File: src/dgsfd_pkg.sv
// Shared types and constants for the dial gauge serial frame decoder.
// Used by the front decoder, the report serializer and the top level.
package dgsfd_pkg;

  localparam int unsigned BYTES_W   = 5;
  localparam int unsigned CFG_IDX_W = 1;
  localparam int unsigned CFG_W     = 16;

  typedef enum logic [CFG_IDX_W-1:0] {
    CFG_SAMPLE_INTERVAL = 1'b0,
    CFG_CUTOFF_TICKS    = 1'b1
  } cfg_reg_e;

  localparam logic [CFG_W-1:0] SAMPLE_INTERVAL_RST = 16'd348;
  localparam logic [CFG_W-1:0] CUTOFF_TICKS_RST    = 16'd8832;

  localparam logic [7:0] CH_MEAS    = 8'h4D;  // 'M'
  localparam logic [7:0] CH_ERR     = 8'h45;  // 'E'
  localparam logic [7:0] CH_FIVE    = 8'h35;  // '5'
  localparam logic [7:0] CH_UPPER_A = 8'h41;  // 'A'
  localparam logic [7:0] CH_LOWER_A = 8'h61;  // 'a'
  localparam logic [7:0] CH_NEWLINE = 8'h0A;

  // Summary of one finished frame, passed from the decoder to the serializer.
  typedef struct packed {
    logic               measurement_ok;
    logic [2:0]         bits_in_byte;
    logic [BYTES_W-1:0] bytes_received;
  } frame_info_t;

endpackage

File: src/dgsfd_front.sv
// Front decoder: edge detection, bit sampling with majority vote, byte
// assembly and frame cutoff. Depends on dgsfd_pkg.
module dgsfd_front #(
  parameter int unsigned FRAME_LENGTH = 3,
  parameter int unsigned MAX_BYTES    = 16
) (
  input  logic                      clk_i,
  input  logic                      rst_ni,
  input  logic                      accept_i,
  input  logic                      clock_level_i,
  input  logic                      data_level_i,
  input  logic [15:0]               sample_interval_i,
  input  logic [15:0]               cutoff_ticks_i,
  output logic                      evt_valid_o,
  output dgsfd_pkg::frame_info_t    evt_info_o,
  output logic [FRAME_LENGTH*8-1:0] evt_bytes_o
);
  import dgsfd_pkg::*;

  logic               clock_prev_q, clock_prev_d;
  logic               in_bit_q, in_bit_d;
  logic [15:0]        sample_timer_q, sample_timer_d;
  logic [15:0]        ones_q, ones_d;
  logic [15:0]        samples_q, samples_d;
  logic [7:0]         shift_q, shift_d;
  logic [2:0]         bits_q, bits_d;
  logic [BYTES_W-1:0] bytes_q, bytes_d;
  logic               await_q, await_d;
  logic [15:0]        idle_q, idle_d;
  logic [7:0]         frame_q [FRAME_LENGTH];

  logic               fall, rise, bit_val, byte_done, frame_end;
  logic [7:0]         new_byte;
  logic [15:0]        timer_inc, idle_inc;

  assign fall      = clock_prev_q & ~clock_level_i;
  assign rise      = ~clock_prev_q & clock_level_i;
  assign bit_val   = ones_q > (samples_q >> 1);
  assign new_byte  = {bit_val, shift_q[7:1]};
  assign timer_inc = sample_timer_q + 16'd1;
  assign idle_inc  = idle_q + 16'd1;

  always_comb begin
    clock_prev_d   = clock_level_i;
    in_bit_d       = in_bit_q;
    sample_timer_d = sample_timer_q;
    ones_d         = ones_q;
    samples_d      = samples_q;
    shift_d        = shift_q;
    bits_d         = bits_q;
    bytes_d        = bytes_q;
    await_d        = await_q;
    idle_d         = idle_q;
    byte_done      = 1'b0;
    frame_end      = 1'b0;
    if (fall) begin
      in_bit_d       = 1'b1;
      await_d        = 1'b0;
      idle_d         = '0;
      sample_timer_d = '0;
      ones_d         = {15'd0, data_level_i};
      samples_d      = 16'd1;
    end else if (rise) begin
      if (in_bit_q) begin
        if (bits_q == 3'd7) begin
          byte_done = 1'b1;
          shift_d   = '0;
          bits_d    = '0;
          if (bytes_q < BYTES_W'(MAX_BYTES)) begin
            bytes_d = bytes_q + BYTES_W'(1);
          end
        end else begin
          shift_d = new_byte;
          bits_d  = bits_q + 3'd1;
        end
      end
      in_bit_d = 1'b0;
      await_d  = 1'b1;
      idle_d   = '0;
    end else if (!clock_level_i) begin
      if (in_bit_q) begin
        if (timer_inc >= sample_interval_i) begin
          sample_timer_d = '0;
          if (samples_q != 16'hFFFF) samples_d = samples_q + 16'd1;
          if (data_level_i && ones_q != 16'hFFFF) ones_d = ones_q + 16'd1;
        end else begin
          sample_timer_d = timer_inc;
        end
      end
    end else if (await_q) begin
      if (idle_inc >= cutoff_ticks_i) begin
        frame_end = 1'b1;
        shift_d   = '0;
        bits_d    = '0;
        bytes_d   = '0;
        await_d   = 1'b0;
        idle_d    = '0;
      end else begin
        idle_d = idle_inc;
      end
    end
  end

  always_ff @(posedge clk_i or negedge rst_ni) begin
    if (!rst_ni) begin
      clock_prev_q   <= 1'b1;
      in_bit_q       <= 1'b0;
      sample_timer_q <= '0;
      ones_q         <= '0;
      samples_q      <= '0;
      shift_q        <= '0;
      bits_q         <= '0;
      bytes_q        <= '0;
      await_q        <= 1'b0;
      idle_q         <= '0;
    end else if (accept_i) begin
      clock_prev_q   <= clock_prev_d;
      in_bit_q       <= in_bit_d;
      sample_timer_q <= sample_timer_d;
      ones_q         <= ones_d;
      samples_q      <= samples_d;
      shift_q        <= shift_d;
      bits_q         <= bits_d;
      bytes_q        <= bytes_d;
      await_q        <= await_d;
      idle_q         <= idle_d;
    end
  end

  // Only the first FRAME_LENGTH bytes of a frame are kept.
  for (genvar i = 0; i < FRAME_LENGTH; i++) begin : g_store
    always_ff @(posedge clk_i) begin
      if (accept_i && byte_done && bytes_q == BYTES_W'(i)) begin
        frame_q[i] <= new_byte;
      end
    end
    assign evt_bytes_o[i*8 +: 8] = frame_q[i];
  end

  assign evt_valid_o                = accept_i & frame_end;
  assign evt_info_o.measurement_ok  = (bits_q == 3'd0) && (bytes_q == BYTES_W'(FRAME_LENGTH));
  assign evt_info_o.bits_in_byte    = bits_q;
  assign evt_info_o.bytes_received  = bytes_q;

endmodule

File: src/dgsfd_queue.sv
// Short FIFO of finished frame reports between the decoder and the
// serializer. No package dependencies.
module dgsfd_queue #(
  parameter int unsigned WIDTH = 32,
  parameter int unsigned DEPTH = 2
) (
  input  logic             clk_i,
  input  logic             rst_ni,
  input  logic             push_i,
  input  logic [WIDTH-1:0] push_data_i,
  input  logic             pop_i,
  output logic             full_o,
  output logic             empty_o,
  output logic [WIDTH-1:0] head_o
);
  localparam int unsigned PTR_W = (DEPTH > 1) ? $clog2(DEPTH) : 1;
  localparam int unsigned CNT_W = $clog2(DEPTH + 1);

  logic [WIDTH-1:0] mem_q [DEPTH];
  logic [PTR_W-1:0] wr_ptr_q, wr_ptr_d, rd_ptr_q, rd_ptr_d;
  logic [CNT_W-1:0] count_q, count_d;
  logic             do_push, do_pop;

  assign do_push = push_i & ~full_o;
  assign do_pop  = pop_i & ~empty_o;
  assign full_o  = count_q == CNT_W'(DEPTH);
  assign empty_o = count_q == '0;
  assign head_o  = mem_q[rd_ptr_q];

  always_comb begin
    wr_ptr_d = wr_ptr_q;
    rd_ptr_d = rd_ptr_q;
    count_d  = count_q;
    if (do_push) begin
      wr_ptr_d = (wr_ptr_q == PTR_W'(DEPTH - 1)) ? '0 : wr_ptr_q + PTR_W'(1);
    end
    if (do_pop) begin
      rd_ptr_d = (rd_ptr_q == PTR_W'(DEPTH - 1)) ? '0 : rd_ptr_q + PTR_W'(1);
    end
    if (do_push && !do_pop) count_d = count_q + CNT_W'(1);
    else if (do_pop && !do_push) count_d = count_q - CNT_W'(1);
  end

  always_ff @(posedge clk_i or negedge rst_ni) begin
    if (!rst_ni) begin
      wr_ptr_q <= '0;
      rd_ptr_q <= '0;
      count_q  <= '0;
    end else begin
      wr_ptr_q <= wr_ptr_d;
      rd_ptr_q <= rd_ptr_d;
      count_q  <= count_d;
    end
  end

  always_ff @(posedge clk_i) begin
    if (do_push) mem_q[wr_ptr_q] <= push_data_i;
  end

endmodule

File: src/dgsfd_back.sv
// Report serializer: turns one queued frame report into its ASCII packet,
// one character per transaction, through an output register. Depends on dgsfd_pkg.
module dgsfd_back #(
  parameter int unsigned FRAME_LENGTH = 3
) (
  input  logic                      clk_i,
  input  logic                      rst_ni,
  input  logic                      head_valid_i,
  input  dgsfd_pkg::frame_info_t    head_info_i,
  input  logic [FRAME_LENGTH*8-1:0] head_bytes_i,
  output logic                      pop_o,
  output logic                      out_valid_o,
  input  logic                      out_stall_i,
  output logic [7:0]                character_o,
  output logic                      measurement_ok_o,
  output logic                      last_o
);
  import dgsfd_pkg::*;

  localparam int unsigned MEAS_LEN = 2 * FRAME_LENGTH + 2;
  // The index must also reach the fifth character of an error packet.
  localparam int unsigned IDX_W    = $clog2((MEAS_LEN > 5) ? MEAS_LEN : 5);
  localparam int unsigned NIB_W    = (2 * FRAME_LENGTH > 1) ? $clog2(2 * FRAME_LENGTH) : 1;

  logic [IDX_W-1:0] idx_q, idx_d;
  logic [IDX_W-1:0] nib_sel;
  logic [3:0]       nib_a [2*FRAME_LENGTH];
  logic             load, is_last;
  logic [7:0]       char_sel;
  logic             out_valid_q;
  logic [7:0]       char_q;
  logic             ok_q, last_q;

  // Nibble k is the low nibble of byte k/2 for even k and its high nibble otherwise.
  for (genvar k = 0; k < 2 * FRAME_LENGTH; k++) begin : g_nib
    assign nib_a[k] = head_bytes_i[k*4 +: 4];
  end

  assign nib_sel = idx_q - IDX_W'(1);
  assign load    = head_valid_i & (~out_valid_q | ~out_stall_i);
  assign is_last = head_info_i.measurement_ok ? (idx_q == IDX_W'(MEAS_LEN - 1))
                                              : (idx_q == IDX_W'(4));

  always_comb begin
    if (head_info_i.measurement_ok) begin
      if (idx_q == '0) char_sel = CH_MEAS;
      else if (is_last) char_sel = CH_NEWLINE;
      else char_sel = CH_UPPER_A + {4'd0, nib_a[nib_sel[NIB_W-1:0]]};
    end else begin
      case (idx_q)
        IDX_W'(0): char_sel = CH_ERR;
        IDX_W'(1): char_sel = CH_FIVE;
        IDX_W'(2): char_sel = CH_UPPER_A + {5'd0, head_info_i.bits_in_byte};
        IDX_W'(3): char_sel = CH_LOWER_A + {3'd0, head_info_i.bytes_received};
        default:   char_sel = CH_NEWLINE;
      endcase
    end
  end

  always_comb begin
    idx_d = idx_q;
    if (load) idx_d = is_last ? '0 : idx_q + IDX_W'(1);
  end

  assign pop_o = load & is_last;

  always_ff @(posedge clk_i or negedge rst_ni) begin
    if (!rst_ni) begin
      idx_q       <= '0;
      out_valid_q <= 1'b0;
    end else begin
      idx_q <= idx_d;
      if (!out_valid_q || !out_stall_i) out_valid_q <= head_valid_i;
    end
  end

  always_ff @(posedge clk_i) begin
    if (load) begin
      char_q <= char_sel;
      ok_q   <= head_info_i.measurement_ok;
      last_q <= is_last;
    end
  end

  assign out_valid_o      = out_valid_q;
  assign character_o      = char_q;
  assign measurement_ok_o = ok_q;
  assign last_o           = last_q;

endmodule

File: src/dial_gauge_serial_frame_decoder_core.sv
// Decodes the clock/data lines of a 24-bit caliper-style gauge, one tick per
// accepted transaction, and reports each frame as an ASCII packet: 'M' plus
// 2*FRAME_LENGTH nibble letters and a newline, or a five-character error packet.
// The decoder takes one tick every cycle; it stalls only while the two-entry
// report queue is full. The serializer sends one character per cycle while
// out_stall_i is low; a report is 2*FRAME_LENGTH+2 characters (measurement) or
// 5 characters (error). Registers: index 0 sample_interval, index 1 cutoff_ticks.
// Depends on dgsfd_pkg, dgsfd_front, dgsfd_queue and dgsfd_back.
module dial_gauge_serial_frame_decoder_core #(
  parameter int unsigned FRAME_LENGTH = 3,
  parameter int unsigned MAX_BYTES    = 16
) (
  input  logic                                clk_i,
  input  logic                                rst_ni,
  input  logic                                in_valid_i,
  output logic                                in_stall_o,
  input  logic                                clock_level_i,
  input  logic                                data_level_i,
  output logic                                out_valid_o,
  input  logic                                out_stall_i,
  output logic [7:0]                          character_o,
  output logic                                measurement_ok_o,
  output logic                                last_o,
  input  logic                                cfg_valid_i,
  output logic                                cfg_ready_o,
  input  logic [dgsfd_pkg::CFG_IDX_W-1:0]     cfg_index_i,
  input  logic [dgsfd_pkg::CFG_W-1:0]         cfg_data_i
);
  import dgsfd_pkg::*;

  localparam int unsigned INFO_W  = $bits(frame_info_t);
  localparam int unsigned ENTRY_W = INFO_W + FRAME_LENGTH * 8;

  logic [CFG_W-1:0]          sample_interval_q, cutoff_ticks_q;
  logic                      accept, evt_valid, q_full, q_empty, pop;
  frame_info_t               evt_info, head_info;
  logic [FRAME_LENGTH*8-1:0] evt_bytes, head_bytes;
  logic [ENTRY_W-1:0]        head_entry;

  assign cfg_ready_o = 1'b1;

  always_ff @(posedge clk_i or negedge rst_ni) begin
    if (!rst_ni) begin
      sample_interval_q <= SAMPLE_INTERVAL_RST;
      cutoff_ticks_q    <= CUTOFF_TICKS_RST;
    end else if (cfg_valid_i && cfg_ready_o) begin
      unique case (cfg_reg_e'(cfg_index_i))
        CFG_SAMPLE_INTERVAL: sample_interval_q <= cfg_data_i;
        CFG_CUTOFF_TICKS:    cutoff_ticks_q    <= cfg_data_i;
        default:             ;
      endcase
    end
  end

  // Any tick may end a frame, so ticks are held off while no queue slot is free.
  assign in_stall_o = q_full;
  assign accept     = in_valid_i & ~in_stall_o;

  dgsfd_front #(
    .FRAME_LENGTH (FRAME_LENGTH),
    .MAX_BYTES    (MAX_BYTES)
  ) u_front (
    .clk_i             (clk_i),
    .rst_ni            (rst_ni),
    .accept_i          (accept),
    .clock_level_i     (clock_level_i),
    .data_level_i      (data_level_i),
    .sample_interval_i (sample_interval_q),
    .cutoff_ticks_i    (cutoff_ticks_q),
    .evt_valid_o       (evt_valid),
    .evt_info_o        (evt_info),
    .evt_bytes_o       (evt_bytes)
  );

  dgsfd_queue #(
    .WIDTH (ENTRY_W),
    .DEPTH (2)
  ) u_queue (
    .clk_i       (clk_i),
    .rst_ni      (rst_ni),
    .push_i      (evt_valid),
    .push_data_i ({evt_info, evt_bytes}),
    .pop_i       (pop),
    .full_o      (q_full),
    .empty_o     (q_empty),
    .head_o      (head_entry)
  );

  assign head_info  = frame_info_t'(head_entry[ENTRY_W-1 -: INFO_W]);
  assign head_bytes = head_entry[FRAME_LENGTH*8-1:0];

  dgsfd_back #(
    .FRAME_LENGTH (FRAME_LENGTH)
  ) u_back (
    .clk_i            (clk_i),
    .rst_ni           (rst_ni),
    .head_valid_i     (~q_empty),
    .head_info_i      (head_info),
    .head_bytes_i     (head_bytes),
    .pop_o            (pop),
    .out_valid_o      (out_valid_o),
    .out_stall_i      (out_stall_i),
    .character_o      (character_o),
    .measurement_ok_o (measurement_ok_o),
    .last_o           (last_o)
  );

endmodule

File: config.mk
export PLATFORM = sky130hd
export DESIGN_NAME = dial_gauge_serial_frame_decoder_core
export DESIGN_NICKNAME = d
export VERILOG_FILES = /design/src/dgsfd_pkg.sv /design/src/dgsfd_front.sv /design/src/dgsfd_queue.sv /design/src/dgsfd_back.sv /design/src/dial_gauge_serial_frame_decoder_core.sv
export SDC_FILE = /design/constraint.sdc
export NUM_CORES = 1
export LEC_CHECK = 0
export ABC_CLOCK_PERIOD_IN_PS = 6500
export BUFFER_PORTS_ARGS = -buffer_cell sky130_fd_sc_hd__buf_2
export CAP_MARGIN = 20
export CORE_MARGIN = 1.5
export CORE_UTILIZATION = 38
export DETAILED_ROUTE_END_ITERATION = 10
export PLACE_DENSITY_LB_ADDON = 0.05
export SKIP_LAST_GASP = 1
export SLEW_MARGIN = 40
export SYNTH_ARGS = -nofsm -noshare
export SYNTH_HDL_FRONTEND = slang
export SYNTH_SLANG_ARGS = --single-unit
export TNS_END_PERCENT = 5
File: constraint.sdc
create_clock -name clk_i -period 6.5 [get_ports clk_i]
set_clock_uncertainty 0.15 [all_clocks]
set_input_delay 0.975 -clock clk_i [delete_from_list [all_inputs] [get_ports clk_i]]
set_output_delay 0.975 -clock clk_i [all_outputs]
set_load 0.03 [all_outputs]
Yosys cells after proc, flatten, opt, wreduce, memory -nomap -nowiden:

Memories as Yosys holds them, arrays and structs flattened.
Cells that the tools add are included.

* flip-flop bits (word level): 133
* bits in writable memories: 90
* input port bits: 24
* output and inout bits: 13
* memories kept: 2

* $add $sub $neg: 15
* magnitude comparators: 5
* equal/unequal tests: 17
* mux-type cells: 84
* bitwise operators: 18
* reductions and logical operators: 40

Memory list
* u_queue.mem_q: words 2, bits a word 33, rd ports 1, clocked after memory_dff 0, wr ports 1, RTL line dgsfd_queue.sv:19 `logic [WIDTH-1:0] mem_q [DEPTH];`
* u_front.frame_q: words 3, bits a word 8, rd ports 3, clocked after memory_dff 0, wr ports 1, RTL line dgsfd_front.sv:30 `logic [7:0] frame_q [FRAME_LENGTH];`

Operator list (number)
* $mux W16: 22
* $mux W8: 11
* $add A16 B1 Y16 const B: 4
* $mux W5: 7
* $ge A16 B16 Y1: 2
* $ne A16 B16 Y1 const B: 2
* $pmux W8 S4: 1
* $mux W1: 29
* $mux W3: 7
* $reduce_and A6 Y1: 3
* $reduce_bool A2 Y1: 9
* $gt A16 B15 Y1: 1
* $reduce_or A8 Y1: 2
* $bmux W4 S3: 1
* $eq A5 B2 Y1 const B: 2
* $eq A3 B3 Y1 const B: 3
* $add A7 B3 Y8 const A: 1
* $add A7 B4 Y8 const A: 1
* $add A7 B5 Y8 const A: 1
* $and A1 B1 Y1: 8
* $logic_and A1 B1 Y1: 8
* $mux W2: 4
* $mux W4: 2
* $not A1 Y1: 8
* other kinds (26): 40

Depth between registers and ports, before layout:

* depth in word-level cells: 13
* depth in mapped cells: 17

Cells and area by module:

A second synthesis with hierarchy kept.

* cell total of the unflattened synthesis: 1022
* area, all modules: 11946.5 um^2

By module, submodules not included
* dgsfd_front: times used 1, cells an instance 715, area each 6771.5 um^2
* dgsfd_queue: times used 1, cells an instance 122, area each 2730.1 um^2
* dial_gauge_serial_frame_decoder_core: times used 1, cells an instance 73, area each 1283.7 um^2
* dgsfd_back: times used 1, cells an instance 112, area each 1161.1 um^2

Worst setup path before layout:

Ideal clock, no wire load.

* kind: register -> register
* from: register u_front.idle_q[0]
* to: memory u_queue.mem_q[0][0] in the netlist's numbering, enable pin
* arrival: 4.360 ns
* required time: 5.923 ns
* slack: 1.563 ns
* cell stages (with the launch flop): 13
* buffers on the path: 1
* path through: dfrtp_1 -> and3_1 -> nand3_1 -> nor3_1 -> nand3_1 -> xnor2_1 -> ha_1 -> nand4_1 -> or4_1 -> nor2_1 -> o41a_1 -> clkbuf_1 -> nor2b_1

* cells in the longest elaborated chain, start to end: 11

RTL lines
* start, declared: RTL line dgsfd_front.sv:29 `logic [15:0] idle_q, idle_d;`
* start signal, assigned: RTL line dgsfd_front.sv:126 `idle_q <= idle_d;`
* $add A16 B1 Y16: RTL line dgsfd_front.sv:41 `assign idle_inc = idle_q + 16'd1;`
* $ge A16 B16 Y1: RTL line dgsfd_front.sv:91 `if (idle_inc >= cutoff_ticks_i) begin`
* $mux W1: RTL line dgsfd_front.sv:91
* $mux W1: RTL line dgsfd_front.sv:90 `end else if (await_q) begin`
* $mux W1: RTL line dgsfd_front.sv:80 `end else if (!clock_level_i) begin`
* $mux W1: RTL line dgsfd_front.sv:63 `end else if (rise) begin`
* $mux W1: RTL line dgsfd_front.sv:56 `if (fall) begin`
* $and A1 B1 Y1: RTL line dgsfd_front.sv:140 `assign evt_valid_o = accept_i & frame_end;`
* $and A1 B1 Y1: RTL line dgsfd_queue.sv:24 `assign do_push = push_i & ~full_o;`
* via u_queue.do_push: RTL line dgsfd_queue.sv:22 `logic do_push, do_pop;`
* $mux W1: RTL line dgsfd_queue.sv:57 `if (do_push) mem_q[wr_ptr_q] <= push_data_i;`
* $mux W1 (implied by the code): RTL line dgsfd_queue.sv:57
* end, declared: RTL line dgsfd_queue.sv:19

The timed path passes the listed nets, and every way through them passes these cells.

Final worst setup path:

* from: register u_front.idle_q[0]
* to: memory u_queue.mem_q[0][4] in the netlist's numbering, enable pin

* cells in the longest elaborated chain, start to end: 11

RTL lines (RTL line)
* $add A16 B1 Y16: dgsfd_front.sv:41
* $ge A16 B16 Y1: dgsfd_front.sv:91
* $mux W1: dgsfd_front.sv:91
* $mux W1: dgsfd_front.sv:90
* $mux W1: dgsfd_front.sv:80
* $mux W1: dgsfd_front.sv:63
* $mux W1: dgsfd_front.sv:56
* $and A1 B1 Y1: dgsfd_front.sv:140
* $and A1 B1 Y1: dgsfd_queue.sv:24
* $mux W1: dgsfd_queue.sv:57
* $mux W1 (implied by the code): dgsfd_queue.sv:57

Every way passes these cells.

==> impl_metrics.json <==
{
  "synth.distinct_cells": 57,
  "synthToLayoutAreaGrowth_pct": 13.3,
  "syn_avg_cell_area_sq_um": 11.5,
  "synth_area_sq_um": 11200,
  "chipWidth_microns": 174,
  "ys_dominant_reg_cell": "sky130_fd_sc_hd__dfrtp_1",
  "max_cap_violations": 0,
  "initial_utilization_pct": 38.8,
  "finalWirelength_microns": 24200,
  "cp_common_cell": "sky130_fd_sc_hd__nand3_1",
  "global_route.overflow_total": 0,
  "multi_input_comb_area_sq_um": 4700,
  "via_count_of_the_first_global_routing_pass": 7278,
  "final_max_slew_viol_count": 0,
  "post-route-period-util_pct": 66.1,
  "holdBufCountCts": 0,
  "powerDensity_nw_per_um2": 288,
  "finalHoldViolations": 0,
  "total_via_count_in_the_routed_design": 7362,
  "worst-path-max-fanout": 33,
  "ys.warnings.count": 0,
  "total_design_power_mw": 3.65,
  "die_y_microns": 174,
  "final_critical_delay_including_setup_and_external_delays_ps": 4300,
  "cp-start-kind": "flop",
  "fmaxAchievable_mhz": 233,
  "crit-reg2reg-capture": "u_queue.mem_q[0][4]",
  "ir_drop_mv": 0.177,
  "fill_cells": 2710,
  "cp.arrival_ps": 4330,
  "clock_tree.htree_level_count": 1,
  "setup_viol": 0,
  "edff_count_synth": 100,
  "syn_nets": 1068,
  "timing.critical_path.cells": "and3_1, nand3_1, nor3_1, nand3_1, xnor2_1, ha_1, nand4_1, or4_1, nor2_1, o41a_1, nor2b_2, buf_4",
  "clock_tree.buffer_depth": 3,
  "final_nets": 1106,
  "core-area_sq_um": 28800,
  "dp_hpwl_microns": 16900,
  "synthArstFlopShare_pct": 55.0,
  "final_layout_size_suffix_gt1_share_pct": 13.5,
  "core.rowCount": 62,
  "fin_hold_ws_ps": 232,
  "crit_path_end_kind": "flop",
  "seq_area_frac_synth_pct": 54.4,
  "tritoncts.num_buffers": 26,
  "grt_antenna_before_repair": 2,
  "register_area_sq_um": 6070,
  "grt_start_max_net_pins": 68,
  "drt-wirelength-per-cell_microns": 17.1,
  "drt_first_pass_iters": 4,
  "final_common_cell": "sky130_fd_sc_hd__dfrtp_1",
  "regToRegStartpoint": "u_front.idle_q[0]",
  "switching_share_pct": 27.2,
  "hold_path.class": "primary input to async pin",
  "sequential_power_share_pct": 45.0,
  "most-common-layout-cells": "113 x sky130_fd_sc_hd__dfrtp_1, 100 x sky130_fd_sc_hd__edfxtp_1, 73 x sky130_fd_sc_hd__inv_1, 71 x sky130_fd_sc_hd__nand2_1, 71 x sky130_fd_sc_hd__ha_1",
  "critical_path_class": "flop to flop",
  "cellInternalPower_mw": 2.65,
  "crit_path_slowest_cell": "sky130_fd_sc_hd__or4_1",
  "totalNegativeSetupSlack_ps": 0,
  "cts_tree": "built",
  "cts.reportedPaths.clkPinSlew_ps": 60,
  "status": "finished clean",
  "clock_sinks": 222,
  "worstSkewPairLatency_ps": 540,
  "power.static_leakage_nw": 5.30,
  "wire_length_of_the_first_global_routing_pass_microns": 40400,
  "post-cts-setup-buffers": 0,
  "antenna-diode-count": 0,
  "post_cts.resized_instances": 0,
  "cts.root.buffer_cell": "sky130_fd_sc_hd__clkbuf_16",
  "worst_path_bufs_invs": 1,
  "tightestPinTransition_ps": 806,
  "drt_drc_violations_left": 0,
  "yosys_register_bits": 222,
  "pin_count": 37,
  "timing.reg2reg.setup_slack_ps": 2200,
  "final_antenna_net_count": 0,
  "dr.first_iter.drc_count": 422,
  "fp.dieArea_sq_um": 30400,
  "power.switching_mw": 0.992,
  "unrepaired_setup_endpoints_after_global_routing": "false",
  "timing.critical_path.slowest_cell_delay_ps": 570,
  "worst_path_dominant_cell_family": "simple AND/OR/NAND/NOR gates",
  "place_congestion": 0.754,
  "power.share.clock_pct": 40.0,
  "vias_per_cell": 5.20,
  "synthesis.instances": 973,
  "timing.critical_path.required_ps": 6530,
  "gr-usage-all-layers_pct": 16.5,
  "port_buffers": 35,
  "timing.reg2reg.worst_path_depth": 12,
  "comb_power_share_pct": 15.0,
  "timing.slew.headroom_pct": 46.3
}
## area by class of cell
| cell class | instances | area share, % |
|---|---|---|
| Clock buffer | 39 | 5.93 |
| Clock inverter | 9 | 0.891 |
| Inverter | 74 | 2.20 |
| Multi-Input combinational cell | 643 | 37.2 |
| Sequential cell | 222 | 48.0 |
| Tap cell | 384 | 3.80 |
| Timing Repair Buffer | 44 | 2.00 |
## registers in the layout (all words and copies together), names as in the netlist, 2 cells and up
| register | cells |
|---|---|
| u_queue.mem_q | 66 |
| u_front.frame_q | 24 |
| cutoff_ticks_q | 16 |
| sample_interval_q | 16 |
| u_front.idle_q | 16 |
| u_front.ones_q | 16 |
| u_front.sample_timer_q | 16 |
| u_front.samples_q | 16 |
| u_back.character_o | 8 |
| u_front.shift_q | 7 |
| u_front.bytes_q | 5 |
| u_back.idx_q | 3 |
| u_front.bits_q | 3 |
| u_queue.count_q | 2 |
## stage by stage
step,utilization (%),instances,area (sq um),setup WS (ps)
after floorplan,-,973,11200,1560
after global placement,40.8,1367,11800,2150
after detailed placement,40.9,1367,11800,2170
after CTS,43.9,1415,12600,2120
after global routing,43.9,1415,12600,1710
final,43.9,1415,12600,2200
## metal layers
layer	part of all wire, %	up-vias	GRT usage (%)
met2	45	79	25.9
li1	-	3670	-
met5	0.12	-	0
met4	1.5	4	3.59
met1	50	3578	24.0
met3	3.2	31	2.80
## worst max-delay path by stage
stage	from	endpoint	slack, ps	cells after the start
6_report	u_front.idle_q[0]	u_queue.mem_q[0][4]	2200	12
5_1_grt	u_front.idle_q[0]	u_queue.mem_q[0][27]	1710	12
4_1_cts	u_front.idle_q[0]	u_queue.mem_q[0][28]	2120	12
3_5_place_dp	u_front.idle_q[0]	u_queue.mem_q[0][0]	2170	12
3_3_place_gp	u_front.sample_timer_q[0]	u_front.sample_timer_q[11]	2150	13
2_1_floorplan	u_front.idle_q[0]	u_queue.mem_q[0][0]	1560	12
## cell families after synthesis
kind of cell / synth area share (%)
buffers and inverters: 3.83
AO/OA/AOI/OAI: 12.1
flip-flops: 54.4
multiplexers: 5.63
XOR/XNOR: 3.06
AND/OR/NAND/NOR: 13.0
adder cells (fa/ha/maj): 7.96
other: 0.0336
## cells in the mapped netlist, types with 12 or more instances
library cell	number	area [sq um]
sky130_fd_sc_hd__a21oi_1	38	190
sky130_fd_sc_hd__mux4_2	12	270
sky130_fd_sc_hd__dfrtp_1	113	2830
sky130_fd_sc_hd__nor2b_1	13	81.3
sky130_fd_sc_hd__or3_1	14	87.6
sky130_fd_sc_hd__a22o_1	30	263
sky130_fd_sc_hd__a21o_1	12	90.1
sky130_fd_sc_hd__ha_1	71	888
sky130_fd_sc_hd__mux2_2	22	248
sky130_fd_sc_hd__xnor2_1	19	166
sky130_fd_sc_hd__o21ai_0	66	330
sky130_fd_sc_hd__nand2_1	71	267
sky130_fd_sc_hd__edfxtp_1	100	3000
sky130_fd_sc_hd__nand3_1	38	190
sky130_fd_sc_hd__nor3_1	15	75.1
sky130_fd_sc_hd__nand4_1	24	150
sky130_fd_sc_hd__inv_1	73	274
sky130_fd_sc_hd__xor2_1	20	175
sky130_fd_sc_hd__nor2_1	38	143
sky130_fd_sc_hd__and3_1	16	100
sky130_fd_sc_hd__clkbuf_1	21	78.8
sky130_fd_sc_hd__o31ai_1	19	143
sky130_fd_sc_hd__or4_1	15	113
## power groups by stage
stage	logic (mW)	registers (mW)	clock network, mW
after floorplan	0.393	1.64	0
after global routing	0.625	1.66	1.56
after detailed placement	0.558	1.67	0
after CTS	0.561	1.64	1.51
final	0.546	1.64	1.46
after global placement	0.553	1.67	0
No activity file was read; power rests on OpenSTA's default activity.
